===== src/rtl/core/nlv_pkg.sv =====
// Shared types and constants of the neighborhood label vote block.
package nlv_pkg;

	// One stored pixel: charge flag and signed label.
	typedef struct packed {
		logic       charge;
		logic [4:0] label;
	} nlv_pix_t;

	// Control from the sequencer to the vote unit.
	typedef struct packed {
		logic clear;
		logic valid;
		logic ign_zero;
	} nlv_tly_ctl_t;

	localparam int unsigned PIX_W = $bits(nlv_pix_t);

	// Configuration register indexes.
	localparam logic [1:0] CFG_IGNORE_ZERO = 2'd0;
	localparam logic [1:0] CFG_ROWS        = 2'd1;
	localparam logic [1:0] CFG_COLS        = 2'd2;

	// Input kinds.
	localparam logic KIND_WRITE = 1'b0;
	localparam logic KIND_QUERY = 1'b1;

	// Reply codes.
	localparam logic signed [4:0] NO_VOTE_CODE   = -5'sd1;
	localparam logic signed [4:0] NO_CHARGE_CODE = -5'sd2;

	// Last row or column step of the window.
	localparam logic [1:0] WIN_LAST = 2'd2;

endpackage


===== src/rtl/core/nlv_tally.sv =====
// Vote unit: counts each new vote against earlier ones and tracks the leader.
module nlv_tally #(
	parameter int MAX_LABEL = 15
) (
	input  logic                 clk,
	input  logic                 arst_n,
	input  nlv_pkg::nlv_tly_ctl_t ctl,
	input  nlv_pkg::nlv_pix_t    pix,
	output logic signed [4:0]    pixel_type
);
	import nlv_pkg::*;

	localparam int HIST = 8;

	logic [3:0] vlab_q [HIST];
	logic       vval_q [HIST];
	logic       charged_q;
	logic       voted_q;
	logic [3:0] best_q;
	logic [3:0] bestn_q;

	logic       casts;
	logic [3:0] hits;
	logic [3:0] n_votes;
	logic       take;

	// A charged pixel votes when its label is non-negative, in range and not
	// a suppressed zero.
	always_comb begin
		casts = pix.charge && !pix.label[4]
			&& !(ctl.ign_zero && (pix.label[3:0] == 4'd0))
			&& ({3'b000, pix.label} <= 8'(MAX_LABEL));
		hits = 4'd0;
		for (int j = 0; j < HIST; j++) begin
			if (vval_q[j] && (vlab_q[j] == pix.label[3:0])) begin
				hits = hits + 4'd1;
			end
		end
		n_votes = hits + 4'd1;
		take = casts && ((n_votes > bestn_q)
			|| ((n_votes == bestn_q) && (pix.label[3:0] < best_q)));
	end

	always_ff @(posedge clk or negedge arst_n) begin
		if (!arst_n) begin
			charged_q <= 1'b0;
			voted_q   <= 1'b0;
			bestn_q   <= 4'd0;
			best_q    <= 4'd0;
			for (int j = 0; j < HIST; j++) begin
				vval_q[j] <= 1'b0;
			end
		end else if (ctl.clear) begin
			charged_q <= 1'b0;
			voted_q   <= 1'b0;
			bestn_q   <= 4'd0;
			best_q    <= 4'd0;
			for (int j = 0; j < HIST; j++) begin
				vval_q[j] <= 1'b0;
			end
		end else if (ctl.valid) begin
			charged_q <= charged_q | pix.charge;
			voted_q   <= voted_q | casts;
			if (take) begin
				best_q  <= pix.label[3:0];
				bestn_q <= n_votes;
			end
			vval_q[0] <= casts;
			for (int j = 1; j < HIST; j++) begin
				vval_q[j] <= vval_q[j-1];
			end
		end
	end

	always_ff @(posedge clk) begin
		if (ctl.valid) begin
			vlab_q[0] <= pix.label[3:0];
			for (int j = 1; j < HIST; j++) begin
				vlab_q[j] <= vlab_q[j-1];
			end
		end
	end

	always_comb begin
		if (voted_q) begin
			pixel_type = {1'b0, best_q};
		end else if (charged_q) begin
			pixel_type = NO_VOTE_CODE;
		end else begin
			pixel_type = NO_CHARGE_CODE;
		end
	end

endmodule


===== config.mk =====
export PLATFORM = sky130hd
export DESIGN_NAME = nlv_tally
export DESIGN_NICKNAME = d
export VERILOG_FILES = /design/src/rtl/core/nlv_pkg.sv /design/src/rtl/core/nlv_tally.sv
export SDC_FILE = /design/constraint.sdc
export NUM_CORES = 1
export LEC_CHECK = 0
export ABC_CLOCK_PERIOD_IN_PS = 6250
export BUFFER_PORTS_ARGS = -buffer_cell sky130_fd_sc_hd__buf_4
export CORE_MARGIN = 2
export CORE_UTILIZATION = 29
export DETAILED_ROUTE_END_ITERATION = 7
export HOLD_SLACK_MARGIN = 0.03
export SLEW_MARGIN = 20
export SYNTH_ARGS = -nofsm -noshare
export SYNTH_HDL_FRONTEND = slang
export SYNTH_SLANG_ARGS = --single-unit

===== constraint.sdc =====
create_clock -name clk -period 6.25 [get_ports clk]
set_input_delay 0.3125 -clock clk [delete_from_list [all_inputs] [get_ports clk]]
set_output_delay 0.3125 -clock clk [all_outputs]
set_load 0.03 [all_outputs]

After elaboration in Yosys (flattened, before gate mapping)

Memories as Yosys holds them, arrays and structs flattened.
Cells that the tools add are included.

Bits in latches: 0
Memory bits (read-only): 0
Bits in writable memories: 32
Register bits after elaboration: 18
Input port bits: 11
Memories kept: 1
Word-level logic and storage cells: 80
Output and inout port bits: 5

Reduce and logical (&&, ||, !) cells: 21
Bitwise logic cells: 2
Shift operators: 0
$lt $le $gt $ge: 3
Div/mod/pow operators: 0
Multiplexer cells: 24
$add $sub $neg: 8
Multipliers: 0
Equality and inequality tests: 9

Memory list:

| name   | depth | width | rd ports | clocked after Yosys merged registers in | write ports | RTL line        | source |
|---|---|---|---|---|---|---|---|
| vlab_q | 8     | 4     | 8        | 0                                       | 8           | nlv_tally.sv:15 | `logic [3:0] vlab_q [HIST];` |

Operators by type and width:

| cell                | number |
|---|---|
| $mux 4              | 13 |
| $eq 4x4->1          | 9 |
| $add 4x1->4 const B | 8 |
| $mux 8              | 2 |
| $logic_and 1x1->1   | 14 |
| $mux 1              | 8 |
| $le 5x4->1 const B  | 1 |
| $mux 5              | 1 |
| $gt 4x4->1          | 1 |
| $logic_not 4->1     | 1 |
| $lt 4x4->1          | 1 |
| $reduce_bool 2->1   | 2 |
| $logic_not 1->1     | 2 |
| $or 1x1->1          | 2 |
| $reduce_and 2->1    | 1 |
| $logic_or 1x1->1    | 1 |

Depth between registers and ports, before layout

Gate-level depths: netlist of the first run.
An unclocked memory read counts as a cell.

Depth after elaboration: 26
Depth in mapped cells: 34
Mapped depth without buffers: 33

Worst setup path before layout of the first run

Ideal clock, no wire load.

Path type: input port to flip-flop
Start: input port pix[3] (netlist bit)
End: register bestn_q[2]
Arrival: 5.914 ns
Data required time: 6.118 ns
Stages on the path: 33
Path slack: 0.204 ns
Setup time: 0.132 ns
Buffers on the path: 1
Path through: buf_6 xor2_1 nor2_1 and4_1 ha_1 inv_1 a21oi_1 o21bai_1 ha_1 nand3_1 o21ai_0 xnor2_1 nand2_1 nand2_1 ha_1 xnor2_1 xnor2_1 a211oi_2 and2_2 inv_1 ha_1 mux2_2 ha_1 xor2_1 xnor2_1 ha_1 a21o_1 a21oi_1 nor2_1 o21ai_1 clkinv_1 mux2i_1 nor2_1

Word-level cells in the longest chain between the ends: 24
Elaborated cells between the ends (all ways): 49
Classes of those cells: add/sub (8); order compare (3); eq/ne (9); mux (11); reduce/logical (18)

Ends and longest elaborated chain:

| what                                                 | RTL line        | source |
|---|---|---|
| from (decl)                                          | nlv_tally.sv:8  | `input nlv_pkg::nlv_pix_t pix,` |
| branches (longest 24 deep; another with $add 4x1->4) | --              |  |
| to (signal assigned)                                 | nlv_tally.sv:66 | `bestn_q <= n_votes;` |
| to (decl)                                            | nlv_tally.sv:20 | `logic [3:0] bestn_q;` |

Several ways; the timed one is not identified. The select of a mux whose other input is x is not followed.
A chain may end at the register's enable or synchronous reset.

==> results.toml, run 1 <==
[yosys]
synth_area_leaders = "edfxtp_1 (30%), dfrtp_1 (14%), xnor2_1 (6.3%)"
ys_seq_area_share_pct = 43.9
synth.most_common_cell = "nand2_1"
synth.top_cell.area_share_pct = 29.9
synth_cell_types = 62
synthArstFlopShare_pct = 36.0
ys_seq_elements = 50
syn_nets = 320
syn_avg_cell_area_um2 = 11.0
synth_edf_count = 32
yosys.area.top_type = "edfxtp_1"
netlist_area_um2 = 3210
synth_ff_type = "edfxtp_1"
synthTopCellsByCount = "nand2_1 (34), edfxtp_1 (32), xnor2_1 (23)"
netlist_instances = 293
yosysWarnings = 0

[sta]
fmaxAchievable_ghz = 0.170
drv_slew = 0
setup_violations = 0
finalCritPeriodShare_pct = 94.4
whs_ps = 255
rsz0062_at_grt = "no"
finClkSkew_ps = 10.5
worst_pin_slew_ps = 587
post-route-min-period_ps = 5900
slew_headroom_pct = 60.6
finalHoldViolCount = 0

[layout]
layout-drive-gt1-share_pct = 19.1
final_nets = 345
antenna-diode-count = 0
fillers = 1136
area_growth_syn_to_layout_pct = 12.7

[clocking]
cts_max_level = 2
cts_sinks = 50
cts_tree = "yes"
clk_pin_slew_ps = 90
cts_buffers = 5
clock_latency_ps = 300
root_buffer = "clkbuf_8"
cts_max_path_buffers = 2

[floorplan]
dieHeight_um = 109
core_um2 = 10800
pin_count = 16
fp.dieW_um = 109
start_util_pct = 29.6
die_area_um2 = 11900
num_rows = 38

[setup_path]
cpLargestDelayFamily = "adder cells"
arrival_ps = 6080
cp.depth = 33
crit_top_cell = "ha_1"
crit_type = "reg -> reg"
crit_buf_inv = 4
slowest_delay_ps = 410
r2r_slack_ps = 350
crit_required_ps = 6430
crit_slowest_cell = "edfxtp_1"
cp-start-kind = "register"
reg2reg_depth = 33
crit_fanout = 5
end_kind = "register"

[pwr]
cellLeakagePower_nw = 1.42
peakVddDrop_v = 0.000106
power_mw = 0.656
power.density_nw_per_um2 = 181

[hold_path]
hold_depth = 3
hold_class = "in -> reg"

[grt]
grt_pass1_wl_um = 10300
gr-usage-all-layers_pct = 11.1
grt_max_degree = 43
overflow = 0
antenna_found_initial = 0
grt_pass1_vias = 2135

[detailed_routing]
via_count = 2154
drt-pass1-iter-count = 4
wl_um = 6210
viasPerCell = 4.69
drt_iter0_markers = 40
wl_per_cell_um = 13.5
drtAntennaViolNets = 0
drcViolationCount = 0

[run]
cap_violations = 0

[run_status]
status = "completed"

[placed_design]
portBuffers = 15
gp_congestion = 0.759
dpl.hpwl_um = 4690
-- report_power, final --
group	switching, mW	internal (mW)
registers	0.0105	0.371
logic	0.0454	0.0319
clock network	0.108	0.0893
total	0.164	0.492
-- cells by family after synthesis --
kind of cell | Yosys count | synth area share (%)
buffers and inverters | 23 | 4.25
DFF | 50 | 43.9
xor gates and xnor gates | 48 | 15.3
muxes | 11 | 3.51
adders and majority gates | 17 | 6.58
and+or+nand+nor | 94 | 15.2
AOI/OAI and AO/OA | 50 | 11.2
-- metrics by stage --
step                      area, µm²  cells  setup WS [ps]  util (%)  TNS, ps
after floorplan                3210    293            204         -        0
after global placement         3470    446           -135      32.0     -431
after detailed placement       3470    446           -261      32.0    -1270
after CTS                      3590    456           59.7      33.1        0
after global routing           3620    459           3.64      33.4        0
final                          3620    459            350      33.4        0
-- per-layer routing --
| metal | GRT usage [%] | vias up | part of all wire [%] | wire length (µm) |
|---|---|---|---|---|
| met5 | 0 | - | 0 | 0 |
| met4 | 2.44 | 0 | 0.48 | 30 |
| met3 | 2.15 | 2 | 3.0 | 187 |
| met2 | 18.4 | 33 | 46 | 2870 |
| met1 | 15.2 | 1023 | 50 | 3120 |
| li1 | - | 1096 | - | - |
-- flip-flops by register name, summed over array words and instances (netlist names) --
register   cells
vlab_q        32
vval_q         8
best_q         4
bestn_q        4
charged_q      1
voted_q        1
-- final timing paths --
path,startpoint,endpoint
min in group asynchronous,arst_n,bestn_q[1]
worst min register to register,vlab_q[0][2],vlab_q[0][6]
worst min-delay path,pix[5],charged_q
worst max register to register,vlab_q[0][6],bestn_q[0]
max in group asynchronous,arst_n,vval_q[0]
worst max-delay path,vlab_q[0][6],bestn_q[0]
-- tightest hold or removal path, cell delays in order --
cell and delay, ps:
buf_4 80, a21oi_1 50, nor2_1 70
-- repair_timing --
action / in CTS / in global routing
setup buffers: 1 / 2
hold buffers: 1 / 0
endpoints found under the hold margin: 18 / 0
endpoints found under the setup margin: 8 / 8
pin swaps: 1 / 4
gates cloned: 0 / 1
resized for setup: 3 / 4
-- final cells by class --
class	instances	area [µm²]	area share (%)
clock buffer	6	82.6	2.28
multi-input combinational	220	1680	46.4
timing repair buffer	26	198	5.46
inverter	14	56.3	1.56
sequential	50	1410	39.0
tap	140	175	4.84
timing repair inverter	1	3.75	0.104
clock inverter	2	12.5	0.346
-- cells in the final DEF, fill, tap and decap left out, types with 2 or more instances in the layout --
master and n:
nand2_1 34, edfxtp_1 32, buf_4 25, xnor2_1 23, nor2_1 21, xor2_1 19
dfrtp_1 18, a21oi_1 16, ha_1 16, inv_1 11, mux2i_1 9, nand3_1 7
clkbuf_8 6, a21o_1 5, and2_1 4, xnor2_2 3, nor3_1 3, o22ai_1 3
nor4_1 3, o211ai_1 3, nand2b_1 3, nand3_2 2, o21bai_1 2, and4_1 2
and3_1 2, o2111ai_1 2, nand4_1 2, o21ai_2 2, a211oi_1 2, a211oi_2 2
mux2_2 2, a211o_1 2, clkinv_1 2
Note: power is estimated with default switching activity, not from simulation.
==> inputs of run 2 (changes only) <==
--- a/config.mk
+++ b/config.mk
@@ -5,7 +5,7 @@
 export SDC_FILE = /design/constraint.sdc
 export NUM_CORES = 1
 export LEC_CHECK = 0
-export ABC_CLOCK_PERIOD_IN_PS = 6250
+export ABC_CLOCK_PERIOD_IN_PS = 5500
 export BUFFER_PORTS_ARGS = -buffer_cell sky130_fd_sc_hd__buf_4
 export CORE_MARGIN = 2
 export CORE_UTILIZATION = 29
==> constraint.sdc (replaced) <==
create_clock -name clk -period 5.5 [get_ports clk]
set_input_delay 0.275 -clock clk [delete_from_list [all_inputs] [get_ports clk]]
set_output_delay 0.275 -clock clk [all_outputs]
set_load 0.03 [all_outputs]
==> run 2 against run 1 <==
  * Register-to-register slack got worse by 290 ps
  * Largest power group unchanged
  * Cell count increased by 7.0%
  * Critical path type unchanged
  * Clock power increased by 35%
==> results.toml, run 2 (same netlist as run 1, synthesis figures left out) <==
[setup_path]
crit_slowest_cell = "edfxtp_1"
crit_type = "reg -> reg"
arrival_ps = 5650
cpLargestDelayFamily = "adder cells"
crit_required_ps = 5700
crit_top_cell = "ha_4"
crit_buf_inv = 4
cp-start-kind = "register"
end_kind = "register"
slowest_delay_ps = 420
crit_fanout = 5

[hold_path]
hold_class = "in -> reg"

[layout]
final_common_cell = "buf_4"
fillers = 1077
final_core_util_pct = 37.3
final_cell_mix = "buf_4 (56), nand2_1 (32), edfxtp_1 (32)"
antenna-diode-count = 0
largest-register = "vlab_q"
final_nets = 377
reg.largest.list = "vlab_q x32, vval_q x8"
area_growth_syn_to_layout_pct = 26.0
largest_reg_flops = 32
layout-drive-gt1-share_pct = 32.5

[clocking]
cts_max_path_buffers = 2
cts_buffers = 5
clock_latency_ps = 310
clk_pin_slew_ps = 100
root_buffer = "clkbuf_8"
cts_sinks = 50
cts_tree = "yes"
cts_max_level = 2

[grt]
grt_pass1_vias = 2313
grt_max_degree = 43
grt_pass1_wl_um = 11300
antenna_found_initial = 0
overflow = 0
gr-usage-all-layers_pct = 12.1

[sta]
finalCritPeriodShare_pct = 99.0
setup_violations = 0
worst_pin_slew_ps = 601
rsz0062_at_grt = "yes"
whs_ps = 205
finalHoldViolCount = 0
post-route-min-period_ps = 5440
slew_headroom_pct = 59.6
finClkSkew_ps = 12.9
fmaxAchievable_ghz = 0.184
drv_slew = 0

[pwr]
clkPwrFrac_pct = 33.2
p_switching_mw = 0.198
power_mw = 0.800
power.density_nw_per_um2 = 198
pwr-share-seq_pct = 54.1
p_int_mw = 0.602
power_frac_comb_pct = 12.7
cellLeakagePower_nw = 1.61
swShare_pct = 24.7
peakVddDrop_v = 0.000117

[floorplan]
die_area_um2 = 11900
fp.dieW_um = 109
num_rows = 38
core_um2 = 10800
start_util_pct = 29.6
dieHeight_um = 109
pin_count = 16

[detailed_routing]
drcViolationCount = 0
viasPerCell = 4.76
wl_per_cell_um = 13.8
drt-pass1-iter-count = 4
via_count = 2338
wl_um = 6760
drt_iter0_markers = 108
drtAntennaViolNets = 0

[placed_design]
gp_congestion = 0.818
portBuffers = 15
dpl.hpwl_um = 4840

[run_status]
status = "completed"

[run]
cap_violations = 0
## run 2: per-layer routing
layer  track usage, %  routed length [µm]  share of wire (%)
met5                0                   0                  0
met4             3.25                  92                1.4
met3             2.57                 241                3.6
met2             20.0                3240                 48
met1             16.2                3190                 47
## run 2: final cells by class
cell class	count	area, µm²	share of cell area [%]
timing repair inverter	1	3.75	0.0927
clock inverter	3	42.5	1.05
sequential	50	1410	34.9
timing repair buffer	58	442	10.9
clock buffer	5	68.8	1.70
inverter	14	61.3	1.51
tap	140	175	4.33
multi-input combinational	220	1840	45.5
## run 2: worst paths after layout
check                                     to  depth (start not counted)         start  slack (ps)
worst max register to register    bestn_q[2]                         33  vlab_q[0][6]          60
worst min register to register  vlab_q[1][8]                          0  vlab_q[1][4]         460
min in group asynchronous            voted_q                          2        arst_n         360
worst max-delay path              bestn_q[2]                         33  vlab_q[0][6]          60
worst min-delay path               charged_q                          3        pix[5]         200
max in group asynchronous          vval_q[2]                          2        arst_n        4920
## run 2: what timing repair did
action                     CTS  global route
hold endpoints to repair    18             0
gates cloned                 1             0
buffers inserted             9             7
pin swaps                   22            20
gates resized for setup     11            15
setup endpoints to repair    8             8
hold buffers                 1             0
## run 2: through the flow
step | setup slack (ps) | setup TNS, ps | instances | instance area [µm²]
global placement | -46.3 | -71.0 | 465 | 3650
floorplan | 11.1 | 0 | 293 | 3250
CTS | -22.4 | -47.7 | 484 | 3900
global route | -320 | -2010 | 491 | 4050
finish | 55.7 | 0 | 491 | 4050
detailed placement | -204 | -1250 | 465 | 3650
## run 2: worst reg2reg max path: cells and delay by family (launching register included)
kind / cells / cell delay (ps)
adder cells (fa/ha/maj): 6 / 1390
AND/OR/NAND/NOR: 8 / 880
flip-flops: 1 / 420
buffers and inverters: 4 / 360
multiplexers: 2 / 430
XOR/XNOR: 6 / 910
AO/OA/AOI/OAI: 7 / 920
## run 2: power groups by stage
stage	Combinational, mW	Sequential [mW]	Clock (mW)
global placement	0.0930	0.440	0
floorplan	0.0613	0.438	0
global route	0.112	0.435	0.290
finish	0.101	0.433	0.265
CTS	0.0975	0.433	0.274
detailed placement	0.0945	0.441	0
